==> config.mk <==
export PLATFORM = sky130hd
export DESIGN_NAME = triangle_raster_depth_test_top
export DESIGN_NICKNAME = d
export VERILOG_FILES = /design/src/hw/rtl/trd_pkg.sv /design/src/hw/rtl/trd_store.sv /design/src/hw/rtl/trd_div.sv /design/src/hw/rtl/triangle_raster_depth_test_top.sv
export SDC_FILE = /design/constraint.sdc
export NUM_CORES = 2
export LEC_CHECK = 0
export ABC_AREA = 1
export BUFFER_PORTS_ARGS = -buffer_cell sky130_fd_sc_hd__buf_2
export CELL_PAD_IN_SITES_DETAIL_PLACEMENT = 0
export CELL_PAD_IN_SITES_GLOBAL_PLACEMENT = 1
export CORE_MARGIN = 5
export CORE_UTILIZATION = 50
export DETAILED_ROUTE_END_ITERATION = 7
export PLACE_DENSITY = 0.79
export SYNTH_ARGS = -nofsm -noshare
export SYNTH_HDL_FRONTEND = slang
export SYNTH_SLANG_ARGS = --single-unit
==> constraint.sdc <==
create_clock -name clk_i -period 13.2 [get_ports clk_i]
set_clock_uncertainty 0.05 [all_clocks]
set_input_delay 0.66 -clock clk_i [delete_from_list [all_inputs] [get_ports clk_i]]
set_output_delay 0.66 -clock clk_i [all_outputs]
set_load 0.005 [all_outputs]
==> src/hw/rtl/trd_pkg.sv <==
`timescale 1ns / 1ps
package trd_pkg;

  // default tile size
  localparam int TILE_W_DEF = 8;
  localparam int TILE_H_DEF = 8;

  // field widths
  localparam int COORD_W = 16;
  localparam int Z_W     = 24;
  localparam int PIX_W   = 3;
  localparam int WT_W    = 16;
  localparam int IN_W    = 168;
  localparam int OUT_W   = 64;

  // datapath widths
  localparam int DEN_W     = 36;
  localparam int EDGE_W    = 38;
  localparam int NUM_W     = 62;
  localparam int ACC_W     = 64;
  localparam int MA_W      = 25;
  localparam int MB_W      = 19;
  localparam int PROD_W    = MA_W + MB_W;
  localparam int HALF_W    = 18;
  localparam int MAC_IDX_W = 3;

  // divider step counts
  localparam int DIV_CNT_W    = 5;
  localparam int DEPTH_STEPS  = Z_W;
  localparam int WEIGHT_STEPS = WT_W;
  localparam int WT_FRAC      = 15;

  localparam logic [Z_W-1:0] DEPTH_ONES = '1;

  typedef enum logic [3:0] {
    S_IDLE, S_MAC, S_POST, S_COVER, S_DDIV, S_DTEST,
    S_WDIVA, S_WDIVB, S_PUSH, S_NEXT, S_FLUSH
  } trd_state_e;

  typedef enum logic [1:0] {PH_DEN, PH_NA, PH_NB, PH_Z} trd_phase_e;

  typedef enum logic {REQ_RASTER = 1'b0, REQ_CLEAR = 1'b1} trd_req_e;

  typedef struct packed {
    logic clr;
    logic rd;
    logic wr;
  } trd_store_cmd_t;

  typedef struct packed {
    logic start;
    logic wmode;
  } trd_div_req_t;

  typedef struct packed {
    logic [PIX_W-1:0] x;
    logic [PIX_W-1:0] y;
    logic [Z_W-1:0]   depth;
    logic [WT_W-1:0]  wa;
    logic [WT_W-1:0]  wb;
  } trd_pix_t;

endpackage

==> src/hw/rtl/trd_store.sv <==
`timescale 1ns / 1ps
module trd_store import trd_pkg::*; #(
  parameter int DEPTH = TILE_W_DEF * TILE_H_DEF,
  parameter int AW    = 6
) (
  input  logic           clk_i,
  input  logic           rst_ni,
  input  trd_store_cmd_t cmd_i,
  input  logic [AW-1:0]  addr_i,
  input  logic [Z_W-1:0] wdata_i,
  output logic [Z_W-1:0] rdata_o
);

  logic [Z_W-1:0] mem [DEPTH];
  logic [Z_W-1:0] rdata_q;
  logic [DEPTH-1:0] vld_q;
  logic rvld_q;

  // depth array, registered read
  always_ff @(posedge clk_i) begin
    if (cmd_i.wr) begin
      mem[addr_i] <= wdata_i;
    end
    if (cmd_i.rd) begin
      rdata_q <= mem[addr_i];
    end
  end

  // per-entry valid bits, a cleared entry reads as infinitely far
  always_ff @(posedge clk_i or negedge rst_ni) begin
    if (!rst_ni) begin
      vld_q  <= '0;
      rvld_q <= 1'b0;
    end else begin
      if (cmd_i.clr) begin
        vld_q <= '0;
      end else if (cmd_i.wr) begin
        vld_q[addr_i] <= 1'b1;
      end
      if (cmd_i.rd) begin
        rvld_q <= vld_q[addr_i];
      end
    end
  end

  assign rdata_o = rvld_q ? rdata_q : DEPTH_ONES;

endmodule

==> src/hw/rtl/trd_div.sv <==
`timescale 1ns / 1ps
module trd_div import trd_pkg::*; (
  input  logic             clk_i,
  input  logic             rst_ni,
  input  trd_div_req_t     req_i,
  input  logic [NUM_W-1:0] num_i,
  input  logic [DEN_W-1:0] den_i,
  output logic             done_o,
  output logic [Z_W-1:0]   quo_o
);

  logic [DEN_W:0] rem_q;
  logic [Z_W-1:0] bits_q;
  logic [Z_W-1:0] quo_q;
  logic [DIV_CNT_W-1:0] cnt_q;
  logic busy_q;
  logic done_q;
  logic [DEN_W:0] trial;
  logic ge;

  // one restoring step per cycle
  assign trial = {rem_q[DEN_W-1:0], bits_q[Z_W-1]};
  assign ge    = trial >= {1'b0, den_i};

  always_ff @(posedge clk_i or negedge rst_ni) begin
    if (!rst_ni) begin
      busy_q <= 1'b0;
      done_q <= 1'b0;
      cnt_q  <= '0;
    end else begin
      done_q <= 1'b0;
      if (req_i.start) begin
        busy_q <= 1'b1;
        cnt_q  <= req_i.wmode ? DIV_CNT_W'(WEIGHT_STEPS) : DIV_CNT_W'(DEPTH_STEPS);
      end else if (busy_q) begin
        cnt_q <= cnt_q - 1'b1;
        if (cnt_q == DIV_CNT_W'(1)) begin
          busy_q <= 1'b0;
          done_q <= 1'b1;
        end
      end
    end
  end

  // remainder and quotient, the leading part of the dividend is known below den
  always_ff @(posedge clk_i) begin
    if (req_i.start) begin
      quo_q <= '0;
      if (req_i.wmode) begin
        rem_q  <= {1'b0, num_i[DEN_W+WEIGHT_STEPS-1:WEIGHT_STEPS]};
        bits_q <= {num_i[WEIGHT_STEPS-1:0], (Z_W-WEIGHT_STEPS)'(0)};
      end else begin
        rem_q  <= {1'b0, num_i[DEN_W+DEPTH_STEPS-1:DEPTH_STEPS]};
        bits_q <= num_i[DEPTH_STEPS-1:0];
      end
    end else if (busy_q) begin
      rem_q  <= ge ? trial - {1'b0, den_i} : trial;
      bits_q <= {bits_q[Z_W-2:0], 1'b0};
      quo_q  <= {quo_q[Z_W-2:0], ge};
    end
  end

  assign done_o = done_q;
  assign quo_o  = quo_q;

endmodule

==> src/hw/rtl/triangle_raster_depth_test_top.sv <==
`timescale 1ns / 1ps
// Rasterises one triangle (or clears the depth store) per input beat. A triangle
// starts with a setup, then for every pixel of its clipped bounding box evaluates
// the edge functions on the shared 25x19 multiplier and steps to the next pixel;
// a covered pixel adds the depth sum and its 24-step division (the depth store
// read overlaps it), and a pixel that passes the depth test adds the two 16-step
// weight divisions of the radix-2 divider and a step to queue the beat. A clear
// leaves the block in its idle state: per-entry valid bits make every entry read
// as all ones at once. The input is ready only while no triangle is in progress;
// the output register lets the next triangle start while the final pixel of the
// last one waits to be taken.
module triangle_raster_depth_test_top import trd_pkg::*; #(
  parameter int TILE_WIDTH  = TILE_W_DEF,
  parameter int TILE_HEIGHT = TILE_H_DEF
) (
  input  logic             clk_i,
  input  logic             rst_ni,
  input  logic             s_axis_tvalid_i,
  output logic             s_axis_tready_o,
  // vx0, vy0, vz0, vx1, vy1, vz1, vx2, vy2, vz2
  input  logic [IN_W-1:0]  s_axis_tdata_i,
  // req_type
  input  logic             s_axis_tuser_i,
  output logic             m_axis_tvalid_o,
  input  logic             m_axis_tready_i,
  // pixel_x, pixel_y, depth, weight_a, weight_b, zero pad
  output logic [OUT_W-1:0] m_axis_tdata_o,
  // last
  output logic             m_axis_tlast_o
);

  localparam int DEPTH = TILE_WIDTH * TILE_HEIGHT;
  localparam int AW    = (DEPTH > 1) ? $clog2(DEPTH) : 1;

  function automatic logic signed [COORD_W:0] q4_trunc(input logic signed [COORD_W-1:0] v);
    logic signed [COORD_W:0] e;
    logic signed [COORD_W:0] n;
    e = (COORD_W+1)'(v);
    n = -e;
    q4_trunc = v[COORD_W-1] ? -(n >>> 4) : (e >>> 4);
  endfunction

  trd_state_e state_q, state_d;
  trd_phase_e ph_q, ph_d;
  logic [MAC_IDX_W-1:0] idx_q, idx_d, mac_n;

  logic signed [COORD_W-1:0] x0_q, y0_q, x1_q, y1_q, x2_q, y2_q;
  logic [Z_W-1:0] z0_q, z1_q, z2_q;

  logic signed [ACC_W-1:0] acc_q, acc_d, pext;
  logic signed [PROD_W-1:0] prod_q, prod_d;
  logic psh_q, psh_d, pv_q, pv_d;
  logic signed [MA_W-1:0] ma;
  logic signed [MB_W-1:0] mb;
  logic msh;

  logic [DEN_W-1:0] den_q, den_d;
  logic neg_q, neg_d;
  logic signed [EDGE_W-1:0] na_q, na_d, nb_q, nb_d, ng_q, ng_d, edge_val, ng_c;
  logic [PIX_W-1:0] bx0_q, bx0_d, bx1_q, bx1_d, by0_q, by0_d, by1_q, by1_d;
  logic [PIX_W-1:0] x_q, x_d, y_q, y_d;
  logic [Z_W-1:0] d_q, d_d;
  logic [WT_W-1:0] wa_q, wa_d, wb_q, wb_d;
  trd_pix_t pend_q, pend_d, out_q, out_d, cur;
  logic pend_v_q, pend_v_d, out_v_q, out_v_d, out_last_q, out_last_d, out_load;

  logic s_acc, out_free, den_zero, box_empty, covered, pass, scan_end;
  logic signed [16:0] dy12, dx21, dy20, dx02, dy02;
  logic signed [17:0] pxd, pyd;
  logic signed [COORD_W-1:0] minx, maxx, miny, maxy;
  logic signed [COORD_W:0] tx0, tx1, ty0, ty1, cx0, cx1, cy0, cy1;

  trd_store_cmd_t st_cmd;
  logic [AW-1:0] st_addr;
  logic [Z_W-1:0] st_rdata;
  trd_div_req_t div_req;
  logic [NUM_W-1:0] div_num;
  logic div_done;
  logic [Z_W-1:0] div_quo;

  // handshakes
  assign s_axis_tready_o = (state_q == S_IDLE);
  assign s_acc    = s_axis_tvalid_i && s_axis_tready_o;
  assign out_free = !out_v_q || m_axis_tready_i;

  // vertex differences and sample offsets
  assign dy12 = 17'(y1_q) - 17'(y2_q);
  assign dx21 = 17'(x2_q) - 17'(x1_q);
  assign dy20 = 17'(y2_q) - 17'(y0_q);
  assign dx02 = 17'(x0_q) - 17'(x2_q);
  assign dy02 = 17'(y0_q) - 17'(y2_q);
  assign pxd  = $signed({11'b0, x_q, 4'b0}) - 18'(x2_q);
  assign pyd  = $signed({11'b0, y_q, 4'b0}) - 18'(y2_q);

  // bounding box clipped to the tile
  always_comb begin
    minx = (x0_q < x1_q) ? x0_q : x1_q;
    minx = (minx < x2_q) ? minx : x2_q;
    maxx = (x0_q > x1_q) ? x0_q : x1_q;
    maxx = (maxx > x2_q) ? maxx : x2_q;
    miny = (y0_q < y1_q) ? y0_q : y1_q;
    miny = (miny < y2_q) ? miny : y2_q;
    maxy = (y0_q > y1_q) ? y0_q : y1_q;
    maxy = (maxy > y2_q) ? maxy : y2_q;
    tx0 = q4_trunc(minx);
    tx1 = q4_trunc(maxx);
    ty0 = q4_trunc(miny);
    ty1 = q4_trunc(maxy);
    cx0 = (tx0 < 0) ? '0 : tx0;
    cy0 = (ty0 < 0) ? '0 : ty0;
    cx1 = (tx1 > $signed(17'(TILE_WIDTH - 1))) ? $signed(17'(TILE_WIDTH - 1)) : tx1;
    cy1 = (ty1 > $signed(17'(TILE_HEIGHT - 1))) ? $signed(17'(TILE_HEIGHT - 1)) : ty1;
    box_empty = (cx0 > cx1) || (cy0 > cy1);
  end

  // multiplier operand select
  always_comb begin
    ma  = '0;
    mb  = '0;
    msh = 1'b0;
    case (ph_q)
      PH_DEN: begin
        if (idx_q == 3'd0) begin
          ma = MA_W'(dy12); mb = MB_W'(dx02);
        end else begin
          ma = MA_W'(dx21); mb = MB_W'(dy02);
        end
      end
      PH_NA: begin
        if (idx_q == 3'd0) begin
          ma = MA_W'(dy12); mb = MB_W'(pxd);
        end else begin
          ma = MA_W'(dx21); mb = MB_W'(pyd);
        end
      end
      PH_NB: begin
        if (idx_q == 3'd0) begin
          ma = MA_W'(dy20); mb = MB_W'(pxd);
        end else begin
          ma = MA_W'(dx02); mb = MB_W'(pyd);
        end
      end
      PH_Z: begin
        case (idx_q)
          3'd0: begin ma = $signed({1'b0, z0_q}); mb = $signed({1'b0, na_q[HALF_W-1:0]}); end
          3'd1: begin
            ma = $signed({1'b0, z0_q}); mb = $signed({1'b0, na_q[DEN_W-1:HALF_W]}); msh = 1'b1;
          end
          3'd2: begin ma = $signed({1'b0, z1_q}); mb = $signed({1'b0, nb_q[HALF_W-1:0]}); end
          3'd3: begin
            ma = $signed({1'b0, z1_q}); mb = $signed({1'b0, nb_q[DEN_W-1:HALF_W]}); msh = 1'b1;
          end
          3'd4: begin ma = $signed({1'b0, z2_q}); mb = $signed({1'b0, ng_q[HALF_W-1:0]}); end
          default: begin
            ma = $signed({1'b0, z2_q}); mb = $signed({1'b0, ng_q[DEN_W-1:HALF_W]}); msh = 1'b1;
          end
        endcase
      end
      default: begin
        ma = '0;
        mb = '0;
      end
    endcase
  end

  assign prod_d = PROD_W'(ma * mb);
  assign mac_n  = (ph_q == PH_Z) ? MAC_IDX_W'(6) : MAC_IDX_W'(2);

  // product aligned for the accumulator
  always_comb begin
    pext = {{(ACC_W-PROD_W){prod_q[PROD_W-1]}}, prod_q};
    if (psh_q) begin
      pext = pext <<< HALF_W;
    end
  end

  // per-pixel conditions
  assign den_zero = (acc_q == '0);
  assign edge_val = neg_q ? EDGE_W'(-acc_q) : EDGE_W'(acc_q);
  assign ng_c     = $signed({2'b0, den_q}) - na_q - nb_q;
  assign covered  = !na_q[EDGE_W-1] && !nb_q[EDGE_W-1] && !ng_c[EDGE_W-1];
  assign pass     = d_q < st_rdata;
  assign scan_end = (y_q == by1_q) && (x_q == bx1_q);
  assign st_addr  = AW'(int'(y_q) * TILE_WIDTH + int'(x_q));
  assign cur      = '{x: x_q, y: y_q, depth: d_q, wa: wa_q, wb: wb_q};

  // next state
  always_comb begin
    state_d = state_q;
    case (state_q)
      S_IDLE: begin
        if (s_acc && (s_axis_tuser_i == REQ_RASTER)) state_d = S_MAC;
      end
      S_MAC: begin
        if (idx_q == mac_n) state_d = S_POST;
      end
      S_POST: begin
        case (ph_q)
          PH_DEN:  state_d = (den_zero || box_empty) ? S_IDLE : S_MAC;
          PH_NA:   state_d = S_MAC;
          PH_NB:   state_d = S_COVER;
          default: state_d = S_DDIV;
        endcase
      end
      S_COVER: state_d = covered ? S_MAC : S_NEXT;
      S_DDIV:  if (div_done) state_d = S_DTEST;
      S_DTEST: state_d = pass ? S_WDIVA : S_NEXT;
      S_WDIVA: if (div_done) state_d = S_WDIVB;
      S_WDIVB: if (div_done) state_d = S_PUSH;
      S_PUSH:  if (!pend_v_q || out_free) state_d = S_NEXT;
      S_NEXT:  state_d = scan_end ? S_FLUSH : S_MAC;
      S_FLUSH: if (!pend_v_q || out_free) state_d = S_IDLE;
      default: state_d = S_IDLE;
    endcase
  end

  // datapath control
  always_comb begin
    ph_d      = ph_q;
    idx_d     = idx_q;
    acc_d     = pv_q ? acc_q + pext : acc_q;
    psh_d     = msh;
    pv_d      = 1'b0;
    den_d     = den_q;
    neg_d     = neg_q;
    na_d      = na_q;
    nb_d      = nb_q;
    ng_d      = ng_q;
    bx0_d     = bx0_q;
    bx1_d     = bx1_q;
    by0_d     = by0_q;
    by1_d     = by1_q;
    x_d       = x_q;
    y_d       = y_q;
    d_d       = d_q;
    wa_d      = wa_q;
    wb_d      = wb_q;
    pend_d    = pend_q;
    pend_v_d  = pend_v_q;
    out_d     = out_q;
    out_last_d = out_last_q;
    out_load  = 1'b0;
    st_cmd    = '0;
    div_req   = '0;
    div_num   = '0;
    case (state_q)
      S_IDLE: begin
        if (s_acc) begin
          if (s_axis_tuser_i == REQ_CLEAR) begin
            st_cmd.clr = 1'b1;
          end else begin
            ph_d  = PH_DEN;
            idx_d = '0;
            acc_d = '0;
          end
        end
      end
      S_MAC: begin
        if (idx_q != mac_n) begin
          pv_d  = 1'b1;
          idx_d = idx_q + 1'b1;
        end
      end
      S_POST: begin
        case (ph_q)
          PH_DEN: begin
            neg_d = acc_q[ACC_W-1];
            den_d = acc_q[ACC_W-1] ? DEN_W'(-acc_q) : DEN_W'(acc_q);
            bx0_d = cx0[PIX_W-1:0];
            bx1_d = cx1[PIX_W-1:0];
            by0_d = cy0[PIX_W-1:0];
            by1_d = cy1[PIX_W-1:0];
            x_d   = cx0[PIX_W-1:0];
            y_d   = cy0[PIX_W-1:0];
            ph_d  = PH_NA;
            idx_d = '0;
            acc_d = '0;
          end
          PH_NA: begin
            na_d  = edge_val;
            ph_d  = PH_NB;
            idx_d = '0;
            acc_d = '0;
          end
          PH_NB: begin
            nb_d = edge_val;
          end
          default: begin
            div_req.start = 1'b1;
            div_num       = acc_q[NUM_W-1:0];
          end
        endcase
      end
      S_COVER: begin
        ng_d = ng_c;
        if (covered) begin
          st_cmd.rd = 1'b1;
          ph_d  = PH_Z;
          idx_d = '0;
          acc_d = '0;
        end
      end
      S_DDIV: begin
        if (div_done) d_d = div_quo;
      end
      S_DTEST: begin
        if (pass) begin
          st_cmd.wr     = 1'b1;
          div_req.start = 1'b1;
          div_req.wmode = 1'b1;
          div_num       = NUM_W'({na_q[DEN_W-1:0], WT_FRAC'(0)});
        end
      end
      S_WDIVA: begin
        if (div_done) begin
          wa_d          = div_quo[WT_W-1:0];
          div_req.start = 1'b1;
          div_req.wmode = 1'b1;
          div_num       = NUM_W'({nb_q[DEN_W-1:0], WT_FRAC'(0)});
        end
      end
      S_WDIVB: begin
        if (div_done) wb_d = div_quo[WT_W-1:0];
      end
      S_PUSH: begin
        // hold one pixel back so the final one can carry tlast
        if (!pend_v_q) begin
          pend_d   = cur;
          pend_v_d = 1'b1;
        end else if (out_free) begin
          out_d      = pend_q;
          out_last_d = 1'b0;
          out_load   = 1'b1;
          pend_d     = cur;
        end
      end
      S_NEXT: begin
        if (!scan_end) begin
          if (y_q != by1_q) begin
            y_d = y_q + 1'b1;
          end else begin
            y_d = by0_q;
            x_d = x_q + 1'b1;
          end
          ph_d  = PH_NA;
          idx_d = '0;
          acc_d = '0;
        end
      end
      S_FLUSH: begin
        if (pend_v_q && out_free) begin
          out_d      = pend_q;
          out_last_d = 1'b1;
          out_load   = 1'b1;
          pend_v_d   = 1'b0;
        end
      end
      default: begin
        pv_d = 1'b0;
      end
    endcase
    out_v_d = out_load ? 1'b1 : (m_axis_tready_i ? 1'b0 : out_v_q);
  end

  // control registers
  always_ff @(posedge clk_i or negedge rst_ni) begin
    if (!rst_ni) begin
      state_q  <= S_IDLE;
      ph_q     <= PH_DEN;
      idx_q    <= '0;
      pv_q     <= 1'b0;
      pend_v_q <= 1'b0;
      out_v_q  <= 1'b0;
    end else begin
      state_q  <= state_d;
      ph_q     <= ph_d;
      idx_q    <= idx_d;
      pv_q     <= pv_d;
      pend_v_q <= pend_v_d;
      out_v_q  <= out_v_d;
    end
  end

  // payload registers
  always_ff @(posedge clk_i) begin
    if (s_acc) begin
      x0_q <= s_axis_tdata_i[15:0];
      y0_q <= s_axis_tdata_i[31:16];
      z0_q <= s_axis_tdata_i[55:32];
      x1_q <= s_axis_tdata_i[71:56];
      y1_q <= s_axis_tdata_i[87:72];
      z1_q <= s_axis_tdata_i[111:88];
      x2_q <= s_axis_tdata_i[127:112];
      y2_q <= s_axis_tdata_i[143:128];
      z2_q <= s_axis_tdata_i[167:144];
    end
    acc_q      <= acc_d;
    prod_q     <= prod_d;
    psh_q      <= psh_d;
    den_q      <= den_d;
    neg_q      <= neg_d;
    na_q       <= na_d;
    nb_q       <= nb_d;
    ng_q       <= ng_d;
    bx0_q      <= bx0_d;
    bx1_q      <= bx1_d;
    by0_q      <= by0_d;
    by1_q      <= by1_d;
    x_q        <= x_d;
    y_q        <= y_d;
    d_q        <= d_d;
    wa_q       <= wa_d;
    wb_q       <= wb_d;
    pend_q     <= pend_d;
    out_q      <= out_d;
    out_last_q <= out_last_d;
  end

  trd_store #(
    .DEPTH(DEPTH),
    .AW   (AW)
  ) u_store (
    .clk_i  (clk_i),
    .rst_ni (rst_ni),
    .cmd_i  (st_cmd),
    .addr_i (st_addr),
    .wdata_i(d_q),
    .rdata_o(st_rdata)
  );

  trd_div u_div (
    .clk_i (clk_i),
    .rst_ni(rst_ni),
    .req_i (div_req),
    .num_i (div_num),
    .den_i (den_q),
    .done_o(div_done),
    .quo_o (div_quo)
  );

  assign m_axis_tvalid_o = out_v_q;
  assign m_axis_tlast_o  = out_last_q;
  assign m_axis_tdata_o  = {2'b0, out_q.wb, out_q.wa, out_q.depth, out_q.y, out_q.x};

endmodule

==> results.cfg <==
[worst_setup_path]
required_ns = 13.94
path_delay_family = adder cells
path_max_fanout = 21
reg2regPathDepth = 54
worstPathArrival_ns = 12.88
r2r_end = prod_q[42]$_DFF_P_
worstSetupEndpointType = flop
cp_slowest_cell = nand2_1
crit_buf_inv = 10
startpoint = x2_q[0]$_DFFE_PP_
crit_path_max_incr_delay_ns = 0.71
cp_common_cell = nand2_1
endpoint = prod_q[42]$_DFF_P_
path_class = reg2reg
rr_startpoint = x2_q[0]$_DFFE_PP_
rrSetupSlack_ns = 1.06
cp.depth = 54
crit_path_start_kind = flop

[floorplan]
fp.dieW_um = 508
initial_core_util_pct = 50.3
dieArea_um2 = 258000
chipHeight_um = 508
rows = 182
core_area_um2 = 246000
io_pins = 240

[yosys]
synthFlopType = edfxtp_1
avgSynthCellArea_um2 = 10.9
synth_edf_count = 2133
ys_top_cells_by_area = edfxtp_1 52%, fa_1 8.3%, nand2_1 7.0%
synth_most_common_cell = nand2_1
synthCells = 11325
synth_cell_types = 72
synthesis.area_um2 = 124000
ys_seq_area_share_pct = 55.6
yosys.area.top_type = edfxtp_1
synthTopCellsByCount = 2308 x nand2_1, 2133 x edfxtp_1, 1391 x inv_1, 746 x nor2_1, 542 x a21oi_1
synthArstFlopShare_pct = 3.57
ys_seq_elements = 2350
ys_warn_count = 0
synth_top_area_share_pct = 51.7

[place]
place_hpwl_mm = 286
globalplace.congestion = 1.01
placed_cells = 14665
port_buffers = 237

[sta]
rsz0062_at_grt = false
post-route-period-util_pct = 92.0
post-route-min-period_ns = 12.14
timing.fmax_mhz = 82.3
worstMarginPinSlew_ns = 1.31
slew_headroom_pct = 11.6
slew_viol_final = 0
setup-violations-final = 0
hold_violations = 0
fin_tns_setup_ns = 0

[clock_tree]
clockRootBuffer = clkbuf_16
cts_sinks = 2350
clk_latency_ns = 0.90
post_cts_buffers = 0
htreeDepth = 4
numCtsBuffers = 234
cts_tree = yes
clockBufferDepth = 3
clkTransAtPathRegs_ns = 0.07

[global_route]
grt_pass1_wl_mm = 599
grt_pass1_vias = 88376
track_usage_pct = 31.5
grt_overflow_total = 0
grt_max_degree = 101
antenna_found_initial = 22

[run_status]
status = finished, final reports clean

[route]
routed_wl_mm = 412
routed_via_density = 5.93
vias = 90659
drt_pre_antenna_iters = 6
ant_nets = 0
detail_route.wl_per_cell_um = 26.9
drt_iter0_markers = 10595
drc_errors = 0

[finish]
final_cell_count_no_fill = 15282
nets = 12961
drive_gt1_share_pct = 8.94
synthToLayoutAreaGrowth_pct = 12.7

[worst_hold_path]
hold_class = in2reg

[run]
drv_cap = 0
-- placed cells by master (no fill, tap or decap), types with 30 or more instances in the layout --
cell / netlist / final
a21oi_1: 542 / 542
a221oi_1: 243 / 243
a22o_1: 167 / 167
a22oi_1: 233 / 233
a31oi_1: 59 / 58
buf_2: 16 / 236
buf_4: 6 / 212
clkbuf_1: 357 / 39
clkbuf_16: 0 / 237
clkinv_1: 12 / 37
clkinv_2: 0 / 54
dfrtp_1: 84 / 81
dfxtp_1: 133 / 133
dlygate4sd3_1: 0 / 164
edfxtp_1: 2133 / 2133
fa_1: 515 / 515
ha_1: 520 / 520
inv_1: 1391 / 1389
nand2_1: 2308 / 2306
nand3_1: 272 / 271
nand4_1: 219 / 219
nor2_1: 746 / 670
nor2_2: 14 / 81
nor3_1: 69 / 50
o2111ai_1: 34 / 34
o211ai_1: 51 / 51
o21ai_0: 526 / 525
o21ai_1: 52 / 52
o22ai_1: 30 / 30
xnor2_1: 69 / 69
xor2_1: 137 / 137
-- kinds of logic (layout without fill, tap and decap cells) --
kind of cell / after synthesis / after routing / synth area share (%)
simple gates: 3750 / 3750 / 12.6
flops: 2350 / 2350 / 55.6
compound gates: 2130 / 2130 / 11.1
buf+inv: 1850 / 2483 / 5.67
fa+ha+maj: 1035 / 1035 / 13.6
xor+xnor: 206 / 206 / 1.46
mux: 3 / 3 / 0.0243
other cells: 1 / 13 / 0.00303
-- metrics by stage --
stage	instance area [um^2]	hold WS (ns)	setup slack (ns)	util (%)
after detailed placement	130000	0.355	1.24	52.6
after global placement	130000	0.351	1.27	52.6
after global routing	139000	0.0189	0.309	56.7
after CTS	139000	0.00609	1.23	56.7
final	140000	0.0503	1.06	56.7
after floorplan	124000	0.314	3.58	-
-- what timing repair did --
item	4_1_cts	5_1_grt
hold buffers	164	0
endpoints found under the hold margin	195	0
setup endpoints to repair	0	0
resized for setup	0	0
-- per-layer routing --
layer / vias to the layer above / part of all wire (%) / global-route usage [%]
met3: 848 / 9.3 / 5.99
met2: 4536 / 45 / 48.7
met5: - / 0.026 / 0
met4: 18 / 6.0 / 15.6
met1: 44901 / 40 / 43.0
li1: 40356 / - / -
-- sequential cells by signal (all words and copies together) (netlist names), 36 cells and up --
| name | cells |
|---|---|
| m_axis_tdata_o | 62 |
| prod_q | 44 |
| u_store.vld_q | 64 |
| acc_q | 64 |
| ng_q | 36 |
| den_q | 36 |
| u_div.rem_q | 36 |
| u_store.mem | 1536 |
| pend_q | 62 |
| nb_q | 38 |
| na_q | 38 |
-- how the worst min path moves through the flow --
stage	endpoint	start	slack, ns	depth (start not counted)
after floorplan	idx_q[0]$_DFFE_PN0P_	rst_ni	0.31	0
after global placement	m_axis_tdata_o[23]$_DFFE_PP_	pend_q[49]$_DFFE_PP_	0.35	0
after detailed placement	m_axis_tdata_o[11]$_DFFE_PP_	pend_q[37]$_DFFE_PP_	0.35	0
after CTS	x1_q[2]$_DFFE_PP_	s_axis_tdata_i[58]	0.006	1
after global routing	x2_q[4]$_DFFE_PP_	s_axis_tdata_i[116]	0.02	1
final	x1_q[2]$_DFFE_PP_	s_axis_tdata_i[58]	0.05	1
-- cell type report --
type                       instances  area, um^2
timing repair buffer             620        4570
fill                           20384      107000
inverter                        1417        5320
clock buffer                     299        6390
clock inverter                   147        1860
sequential                      2350       68800
antenna                            7        17.5
tap                             3312        4140
multi-input combinational       7130       48400
Power is left out: the tool's default activity adds up to more than one toggle a clock period on the data nets, which glitch-free logic cannot reach.
